<file path="src/sv/rsa_pkg.sv">
`timescale 1ns / 1ps
// ----------------------------------------------------------------------------
// rsa_pkg
// Shared types and constants of the radial splat accumulator.
// ----------------------------------------------------------------------------
package rsa_pkg;

	localparam int MAX_WIDTH  = 512;
	localparam int MAX_HEIGHT = 512;
	localparam int X_BITS     = 9;
	localparam int Y_BITS     = 9;
	localparam int ADDR_BITS  = X_BITS + Y_BITS;
	localparam int DEPTH      = MAX_WIDTH * MAX_HEIGHT;
	localparam int ACC_BITS   = 20;
	localparam int NUM_BITS   = 37;
	localparam int DEN_BITS   = 20;

	localparam logic [1:0] MODE_SPLAT = 2'd0;
	localparam logic [1:0] MODE_WRITE = 2'd1;
	localparam logic [1:0] MODE_READ  = 2'd2;

	localparam logic [16:0] K_CORE = 17'd19661;
	localparam logic [16:0] K_042  = 17'd27525;

	typedef enum logic [4:0] {
		ST_IDLE, ST_MODX, ST_MODY, ST_ACC, ST_RDW,
		ST_H2, ST_C2, ST_C2B, ST_SWX, ST_SWY,
		ST_PX, ST_PY, ST_PSUM, ST_PTEST, ST_SQRT, ST_SQD, ST_DIVW,
		ST_PU, ST_PU2, ST_PK1, ST_PK2, ST_PCH, ST_PWR, ST_FIN
	} state_t;

	typedef struct packed {
		logic                start;
		logic [NUM_BITS-1:0] num;
		logic [DEN_BITS-1:0] den;
	} div_req_t;

	typedef struct packed {
		logic                done;
		logic [NUM_BITS-1:0] quot;
		logic [DEN_BITS-1:0] rem;
	} div_rsp_t;

endpackage

</file>
<file path="src/sv/rsa_div.sv">
`timescale 1ns / 1ps
// ----------------------------------------------------------------------------
// rsa_div
// Restoring divider, one quotient bit per cycle, quotient and remainder.
// ----------------------------------------------------------------------------
module rsa_div (
	input  logic              clk,
	input  logic              arst_n,
	input  rsa_pkg::div_req_t req,
	output rsa_pkg::div_rsp_t rsp
);
	import rsa_pkg::*;

	logic                busy_q;
	logic                done_q;
	logic [5:0]          cnt_q;
	logic [NUM_BITS-1:0] num_q;
	logic [DEN_BITS-1:0] den_q;
	logic [DEN_BITS-1:0] rem_q;
	logic [DEN_BITS:0]   trial;
	logic [DEN_BITS:0]   diff;
	logic                ge;

	always_comb begin
		trial = {rem_q, num_q[NUM_BITS-1]};
		diff  = trial - {1'b0, den_q};
		ge    = trial >= {1'b0, den_q};
	end

	always_ff @(posedge clk or negedge arst_n) begin
		if (!arst_n) begin
			busy_q <= 1'b0;
			done_q <= 1'b0;
			cnt_q  <= '0;
		end else begin
			done_q <= 1'b0;
			if (req.start) begin
				busy_q <= 1'b1;
				cnt_q  <= 6'(NUM_BITS - 1);
			end else if (busy_q) begin
				cnt_q <= cnt_q - 6'd1;
				if (cnt_q == '0) begin
					busy_q <= 1'b0;
					done_q <= 1'b1;
				end
			end
		end
	end

	always_ff @(posedge clk) begin
		if (req.start) begin
			num_q <= req.num;
			den_q <= req.den;
			rem_q <= '0;
		end else if (busy_q) begin
			rem_q <= ge ? diff[DEN_BITS-1:0] : trial[DEN_BITS-1:0];
			num_q <= {num_q[NUM_BITS-2:0], ge};
		end
	end

	assign rsp.done = done_q;
	assign rsp.quot = num_q;
	assign rsp.rem  = rem_q;

endmodule
</file>
<file path="config.mk">
export PLATFORM = sky130hd
export DESIGN_NAME = rsa_div
export DESIGN_NICKNAME = d
export VERILOG_FILES = /design/src/sv/rsa_pkg.sv /design/src/sv/rsa_div.sv
export SDC_FILE = /design/constraint.sdc
export NUM_CORES = 1
export LEC_CHECK = 0
export ABC_AREA = 1
export BUFFER_PORTS_ARGS = -buffer_cell sky130_fd_sc_hd__buf_2
export CAP_MARGIN = 5
export CORE_MARGIN = 2
export CORE_UTILIZATION = 45
export DETAILED_ROUTE_END_ITERATION = 8
export GPL_TIMING_DRIVEN = 0
export PLACE_DENSITY = 0.72
export SLEW_MARGIN = 20
export SYNTH_ARGS = -nofsm -noshare
export SYNTH_HDL_FRONTEND = slang
export SYNTH_SLANG_ARGS = --single-unit
</file>
<file path="constraint.sdc">
create_clock -name clk -period 2.2 [get_ports clk]
set_clock_uncertainty 0.2 [all_clocks]
set_input_delay 0.33 -clock clk [delete_from_list [all_inputs] [get_ports clk]]
set_output_delay 0.33 -clock clk [all_outputs]
set_load 0.02 [all_outputs]
</file>
=== Yosys cells after proc, flatten, opt, wreduce, memory -nomap -nowiden ===
Index checks and enable logic that the tools add are counted.

* Add/sub/neg operators: 2
* $lt $le $gt $ge: 1
* Multiplexer cells: 11
* Reductions and logical operators: 2

{| class="wikitable"
|+ Operators by type and width
! kind !! number
|-
| 37-bit two-way mux || 2
|-
| 21-bit by 20-bit greater-or-equal comparator with 1-bit output || 1
|-
| 20-bit two-way mux || 1
|-
| 20-bit subtractor || 1
|-
| 6-bit two-way mux || 2
|-
| 6-bit zero test || 1
|-
| 1-bit two-way mux || 6
|-
| 6-bit by 1-bit subtractor with 6-bit output, second input constant || 1
|-
| 2-bit nonzero test || 1
|}

* Register bits after elaboration: 85
* Logic and storage cells: 22

=== Depth between registers and ports, before layout ===
Gate-level depths: netlist of the first run.

* Word-level depth: 4
* Depth in mapped cells: 15
* Gate-level depth less buffers: 14

=== Worst setup path before layout of the first run ===
OpenSTA, ideal clock, no wires.

* Path kind: input port to flip-flop
* Start: in req[57] (netlist bit)
* End: reg num_q[0], enable pin
* Setup time: 0.417 ns
* Arrival time: 1.883 ns
* Required time: 1.583 ns
* Setup slack: -0.300 ns
* Stages on the path: 4
* Path through: clkbuf_1 -> nor2_1 -> inv_1 -> clkbuf_1

* Word-level cells in the longest chain between the ends: 1

{| class="wikitable"
|+ Ends and longest elaborated chain
! element !! line !! text
|-
| from (decl) || rsa_div.sv:9 || <nowiki>input rsa_pkg::div_req_t req,</nowiki>
|-
| 2-bit nonzero test (no source line) || n/a ||
|-
| to (signal assigned) || rsa_div.sv:52 || <nowiki>num_q <= req.num;</nowiki>
|-
| to (signal assigned) || rsa_div.sv:57 || <nowiki>num_q <= {num_q[NUM_BITS-2:0], ge};</nowiki>
|-
| to (decl) || rsa_div.sv:17 || <nowiki>logic [NUM_BITS-1:0] num_q;</nowiki>
|}

No other way between the ends.
A chain may end at the register's enable or synchronous reset.

=== Final worst setup path of the first run ===
* Start: reg num_q[36]
* End: reg rem_q[18]

* Word-level cells in the longest chain between the ends: 2

{| class="wikitable"
|+ Ends and longest elaborated chain
! element !! line !! text
|-
| 20-bit subtractor or 21-bit by 20-bit greater-or-equal comparator with 1-bit output (tied branches) || rsa_div.sv:26, rsa_div.sv:27 ||
|-
| 20-bit two-way mux * || rsa_div.sv:56 || <nowiki>rem_q <= ge ? diff[DEN_BITS-1:0] : trial[DEN_BITS-1:0];</nowiki>
|-
| to (signal assigned) || rsa_div.sv:56 ||
|-
| to (decl) || rsa_div.sv:19 || <nowiki>logic [DEN_BITS-1:0] rem_q;</nowiki>
|}

Every way passes the cells marked *; elsewhere a longest branch is shown, timed or not.

==> results of run 1 <==
-- flip-flops by register name (all words and copies together), names as in the netlist --
register	count
cnt_q	6
num_q	37
busy_q	1
rem_q	20
done_q	1
den_q	20
-- cells in the mapped netlist, types with 6 or more instances --
library cell	count	area, sq um
nand2_1	247	927
inv_1	92	345
edfxtp_1	57	1710
nand3_1	54	270
nor2_1	24	90.1
ha_1	22	275
dfxtp_1	20	400
a21oi_1	17	85.1
clkbuf_1	10	37.5
nand3b_1	10	75.1
nand3_2	9	90.1
o21ai_1	9	45.0
xnor2_1	9	78.8
dfrtp_1	8	200
nor3_1	7	35.0
o21ai_0	6	30.0
-- logic make-up after synthesis --
kind of cell / count (synthesis)
flops: 85
xor+xnor: 9
buf+inv: 116
fa+ha+maj: 23
compound gates: 36
simple gates: 370
-- worst paths after layout --
| kind | startpoint | endpoint | slack (ps) | cells after the start |
|---|---|---|---|---|
| min reg2reg | rem_q[19] | rem_q[19] | 290 | 2 |
| max reg2reg | num_q[36] | rem_q[18] | 50 | 13 |
| min in group asynchronous | arst_n | cnt_q[4] | 120 | 2 |
| max in group asynchronous | arst_n | done_q | 1500 | 2 |
| max | num_q[36] | rem_q[18] | 50 | 13 |
| min | req[29] | num_q[9] | 20 | 3 |
-- stage by stage --
stage	cell area (sq um)	utilization
2_1_floorplan	5030	-
3_3_place_gp	5790	0.532
3_5_place_dp	5790	0.532
4_1_cts	6660	0.612
5_1_grt	6980	0.641
6_report	6980	0.641
-- per-layer routing --
| layer | vias to the layer above | track usage | wire (microns) |
|---|---|---|---|
| li1 | 2393 | - | - |
| met1 | 2183 | 0.268 | 5640 |
| met2 | 130 | 0.415 | 7000 |
| met3 | 15 | 0.0711 | 736 |
| met4 | 0 | 0.0769 | 208 |
| met5 | - | 0 | 0 |
-- report_power, final --
group / internal [mW] / total, mW / switching [mW] / leakage [nW]
combinational: 1.52 / 3.54 / 2.02 / 2.52
clock: 0.550 / 1.21 / 0.663 / 0.104
sequential: 1.98 / 2.22 / 0.243 / 0.863
total: 4.05 / 6.97 / 2.92 / 3.48
-- layout make-up --
class	instances	share of cell area
plain buffers	19	0.0194
well taps	140	0.0251
multi-input cells	438	0.377
inverters	97	0.0522
clock buffers	10	0.0183
flip-flops and latches	85	0.332
clock inverters	6	0.0109
repair buffers	174	0.166
-- critical path: cells and delay by family (launching register included) --
family / cells / cell delay [ps]
simple gates: 8 / 680
fa+ha+maj: 2 / 490
buf+inv: 3 / 270
flops: 1 / 410
-- what timing repair did --
item	4_1_cts	5_1_grt
gates cloned	1	1
resized for setup	34	57
hold buffers	45	0
endpoints found under the hold margin	52	0
pin swaps	5	19
setup endpoints to repair	56	57
setup buffers	3	7
==> run metrics, run 1 <==
status completed; Reg area around 0.0023 sq mm; most used cell along the critical path nand2_1; placed cells 896; Overflow after GRT 0; Top FF cell, synth edfxtp_1; total CTS buffers 9; die area 0.0120 sq mm; Simple-Gate Fraction of Synth Area 0.329; overall routing resource usage 0.234; initial DRC count around 280; die height 110 microns; Netlist Area Pre-Place 0.00502 sq mm; Setup violations, final 0; Fmax roughly 0.47 GHz; most frequent cells in the layout nand2_1 (227), buf_2 (119), inv_1 (78); vias in the first global route 4658; worst-path cell chain inv_2 -> ha_4 -> inv_2 -> fa_2 -> buf_6 -> nand3_1 -> nand3b_1 -> nand2_2 -> nand2_1 -> nand2_1 -> nand3_2 -> nand2_1 -> nand2_1; DRC violations left 0; core area 0.0109 sq mm; Setup crit end kind flop; Syn Nets 722; synthesized instance count 639; final wirelength 13600 microns; Initial Util 0.461; critical path startpoint category flop; Worst-Margin Slew 583 ps; DRT Pass-1 Iters 4; RSZ-0062 raised after global routing yes; PwrDens approximately 1000 mW/mm^2; vias per cell between 4 and 5; largest net degree at the start of global routing 47; post-synthesis sequential area ratio 0.460; first-pass GRT wire length 21500 microns; DP Wirelength 9450 microns; critical setup path kind reg -> reg; Synth Warn # 0; CP max FO 4; Final ANT Viol Nets 0; Slew Limit Fails 0; pre-CTS WS -673 ps; drt wl/cell 14.0 microns; post-route worst setup slack 50.4 ps; Largest stage delay, worst path slightly above 400 ps; Post-Synth Adder-Cell Area 0.0588; Peak VDD IR 0.718 mV; Die Wd 110 microns; clock-pin slew of the registers on the worst-case setup and hold paths about 100 ps; commonest non-fill, non-tap cell in the layout nand2_1; Seq cells post-synth 85; max_cap viols 0; fillers 927; worst path required time between 2000 and 2500 ps; final worst path period need 2150 ps; Worst Hold Slack roughly 21 ps; CTS Root Buffer Type clkbuf_8; # nets final 907; hold crit path type in -> reg; Mean Syn Cell Area 7.86 sq um; initial antenna violation count 0; area taken by multi-input logic gates 0.00263 sq mm; boundary pin count 118; Design Power 6.97 mW; # H-tree levels 3; Layout area overhead 39.0%; Final GP Congestion 0.881; row cnt 38; worst-skew pair later-pin latency approximately 380 ps; layout cell share with drive strength beyond 1 0.300; Slew headroom 0.611; CTS tree built; xor/xnor share of the synthesized area 0.0157; Ant. Diodes 0; number of synthesized flops with an enable pin between 50 and 60; ys async rst share 0.0941; I/O Buffers between 100 and 150; share of the cycle needed by the critical path after routing 0.977; Clock Tree Buf Depth 2; Final Hold Violating Endpoints 0; TritonCTS Sinks 85; compound-gate portion of the synthesized area 0.0391; total number of vias 4721; largest family of logic cells by synthesized area simple AND/OR/NAND/NOR gates; synth unique cells 38; Leak 3.48 nW; Post-Layout Cell Count 969; Arrival @ worst endpoint 2240 ps; mux contribution to synthesized area 0; Post-Route Setup TNS 0 ps; slowest CP cell edfxtp_1
No activity file was read; power rests on OpenSTA's default activity.
==> run 2, diff against run 1 <==
Settings changed: CORE_UTILIZATION 45 to 49, PLACE_DENSITY 0.72 to 0.78.
==> run 2 against run 1 <==
Hold slack hardly changed. Clock-buffer cell count stayed put. Non-clock buffer count is 21 lower. Sequential power hardly changed. Largest cell class unchanged. Setup slack worse by 27 ps. Critical endpoint is now rem_q[14]. Combinational power is 2% higher. Final cell count is 2.9% lower. Final area is 3.0% lower. Sequential cell count stayed put.
==> run metrics, run 2 (same netlist as run 1, synthesis figures left out) <==
status completed; commonest non-fill, non-tap cell in the layout nand2_1; Initial Util 0.509 (+0.0479); Post-Layout Cell Count 941 (-2.9%); Peak VDD IR 0.461 mV (-36%); Worst Hold Slack 21.6 ps (+0.363 ps); slowest CP cell edfxtp_1; DRT Pass-1 Iters 5 (+1); max_cap viols 0 (unchanged); initial antenna violation count 0 (unchanged); total CTS buffers 9 (unchanged); crit-path leading delay family simple AND/OR/NAND/NOR gates; Arrival @ worst endpoint 2250 ps (about the same); RSZ-0062 raised after global routing yes; Worst-Margin Slew 626 ps (+42.2 ps); # H-tree levels 3 (unchanged); most used cell along the critical path nand2_4; Setup violations, final 0 (unchanged); wire length on met1 5580 microns (-1.1%); Final GP Congestion 0.888 (+0.84%); Slew headroom 0.583 (-0.0282); critical setup path kind reg -> reg; Worst R2R Start den_q[8]; worst-path cell chain inv_2 -> ha_4 -> nand2_4 -> buf_12 -> nor3_4 -> nand2_4 -> nand2_4 -> nand2_8 -> nand2_8 -> clkbuf_16 -> nand3_2 -> nand3_2 -> nand2_1; Met2 Wirelength 6770 microns (-3.2%); hold-critical path endpoint num_q[5]; vias per cell 5.07 (+4.0%); overall routing resource usage 0.237 (+0.00275); largest registers num_q: 37 flops, den_q: 20 flops, rem_q: 20 flops; most frequent cells in the layout nand2_1 (226), buf_2 (118), inv_1 (80); # nets final 886 (-2.3%); max reg flops 37 (unchanged); final worst path period need 2180 ps (+27.3 ps); CTS Root Buffer Type clkbuf_8; Reg area 0.00231 sq mm (about the same); Final Hold Violating Endpoints 0 (unchanged); Leak 3.41 nW (-2.2%); die height 105 microns (-4.0%); TritonCTS Sinks 85 (unchanged); DRC violations left 0 (unchanged); DP Wirelength 9300 microns (-1.6%); Setup crit end kind flop; crit path buf inv count 3 (unchanged); Die Wd 105 microns (-4.0%); critical path startpoint category flop; first-pass GRT wire length 21200 microns (-1.5%); PwrDens 1020 mW/mm^2 (+2.1%); final wirelength 13400 microns (-1.0%); drt wl/cell 14.3 microns (+1.9%); Layout area overhead 34.8%; Clock Tree Buf Depth 2 (unchanged); initial DRC count 178 (-37%); total number of vias 4767 (+0.97%); row cnt 36 (-5.3%); area taken by multi-input logic gates 0.00265 sq mm (+0.67%); Final ANT Viol Nets 0 (unchanged); reg-to-reg slack, setup 20 ps (-30 ps); hold crit path type in -> reg; highest metal used met4; CTS tree built; Largest stage delay, worst path 360 ps (-50 ps); Ant. Diodes 0 (unchanged); Overflow after GRT 0 (unchanged); worst r2r dst rem_q[14]; fillers 804 (-13%); vias in the first global route 4646 (-0.26%); routed length on met3 860 microns (+17%); CP max FO 11 (+7); I/O Buffers 117 (unchanged); placed cells 889 (-0.78%); boundary pin count 118 (unchanged); Fmax 0.459 GHz (-1.3%); hold path depth 3 (unchanged); Slew Limit Fails 0 (unchanged); worst-skew pair later-pin latency 370 ps (about the same); die area 0.0111 sq mm (-7.9%); largest net degree at the start of global routing 47 (unchanged); worst path required time 2270 ps (-20 ps); Top reg by flops num_q; core area 0.00986 sq mm (-9.4%); layout cell share with drive strength beyond 1 0.317 (+0.0165); share of the cycle needed by the critical path after routing 0.990 (+0.0124); reg2reg path depth 13 (unchanged); HP Start req[25]; Design Power 6.90 mW (-0.98%); clock-pin slew of the registers on the worst-case setup and hold paths 90 ps (about the same)
[run 2: power by group]
group	total [mW]	switching (mW)	internal, mW
combinational	3.61	2.07	1.54
clock	1.07	0.622	0.450
sequential	2.22	0.240	1.98
total	6.90	2.93	3.97
[run 2: worst max-delay path by stage]
stage,from,cells after the start,slack [ps],endpoint
final,den_q[8],13,20,rem_q[14]
after global routing,num_q[36],13,-90,rem_q[18]
after detailed placement,req[57],5,-640,num_q[31]
after global placement,req[57],5,-590,num_q[31]
after floorplan,num_q[36],14,40,rem_q[14]
after CTS,num_q[36],14,5,rem_q[16]
[run 2: layer usage]
metal,up-vias,global-route usage
met4,0,0.0771
met1,2229,0.286
li1,2355,-
met3,21,0.0600
met2,162,0.412
met5,-,0
[run 2: layout make-up]
| cell class | instances | share of cell area |
|---|---|---|
| inverters | 97 | 0.0537 |
| repair buffers | 153 | 0.142 |
| multi-input cells | 438 | 0.391 |
| flip-flops and latches | 85 | 0.342 |
| clock inverters | 6 | 0.00665 |
| well taps | 133 | 0.0246 |
| plain buffers | 19 | 0.0205 |
| clock buffers | 10 | 0.0203 |
[run 2: stage by stage]
stage	cell area, sq um	util	setup TNS (ps)	setup slack, ps
floorplan	5030	-	0	42.8
global placement	5780	0.586	-27390	-591
detailed placement	5780	0.586	-30230	-636
CTS	6360	0.645	0	4.88
global route	6770	0.687	-482	-91.1
finish	6770	0.687	0	23.1
[run 2: worst min-delay path, stage by stage]
cell,delay (ps)
buf_2,70
nand2_1,40
nand2_1,50
[run 2: repair_timing]
item	4_1_cts	5_1_grt
endpoints found under the setup margin	58	32
pin swaps	3	21
hold buffers	21	0
cloned	0	3
hold endpoints to repair	28	0
setup buffers	4	8
gates resized for setup	20	75
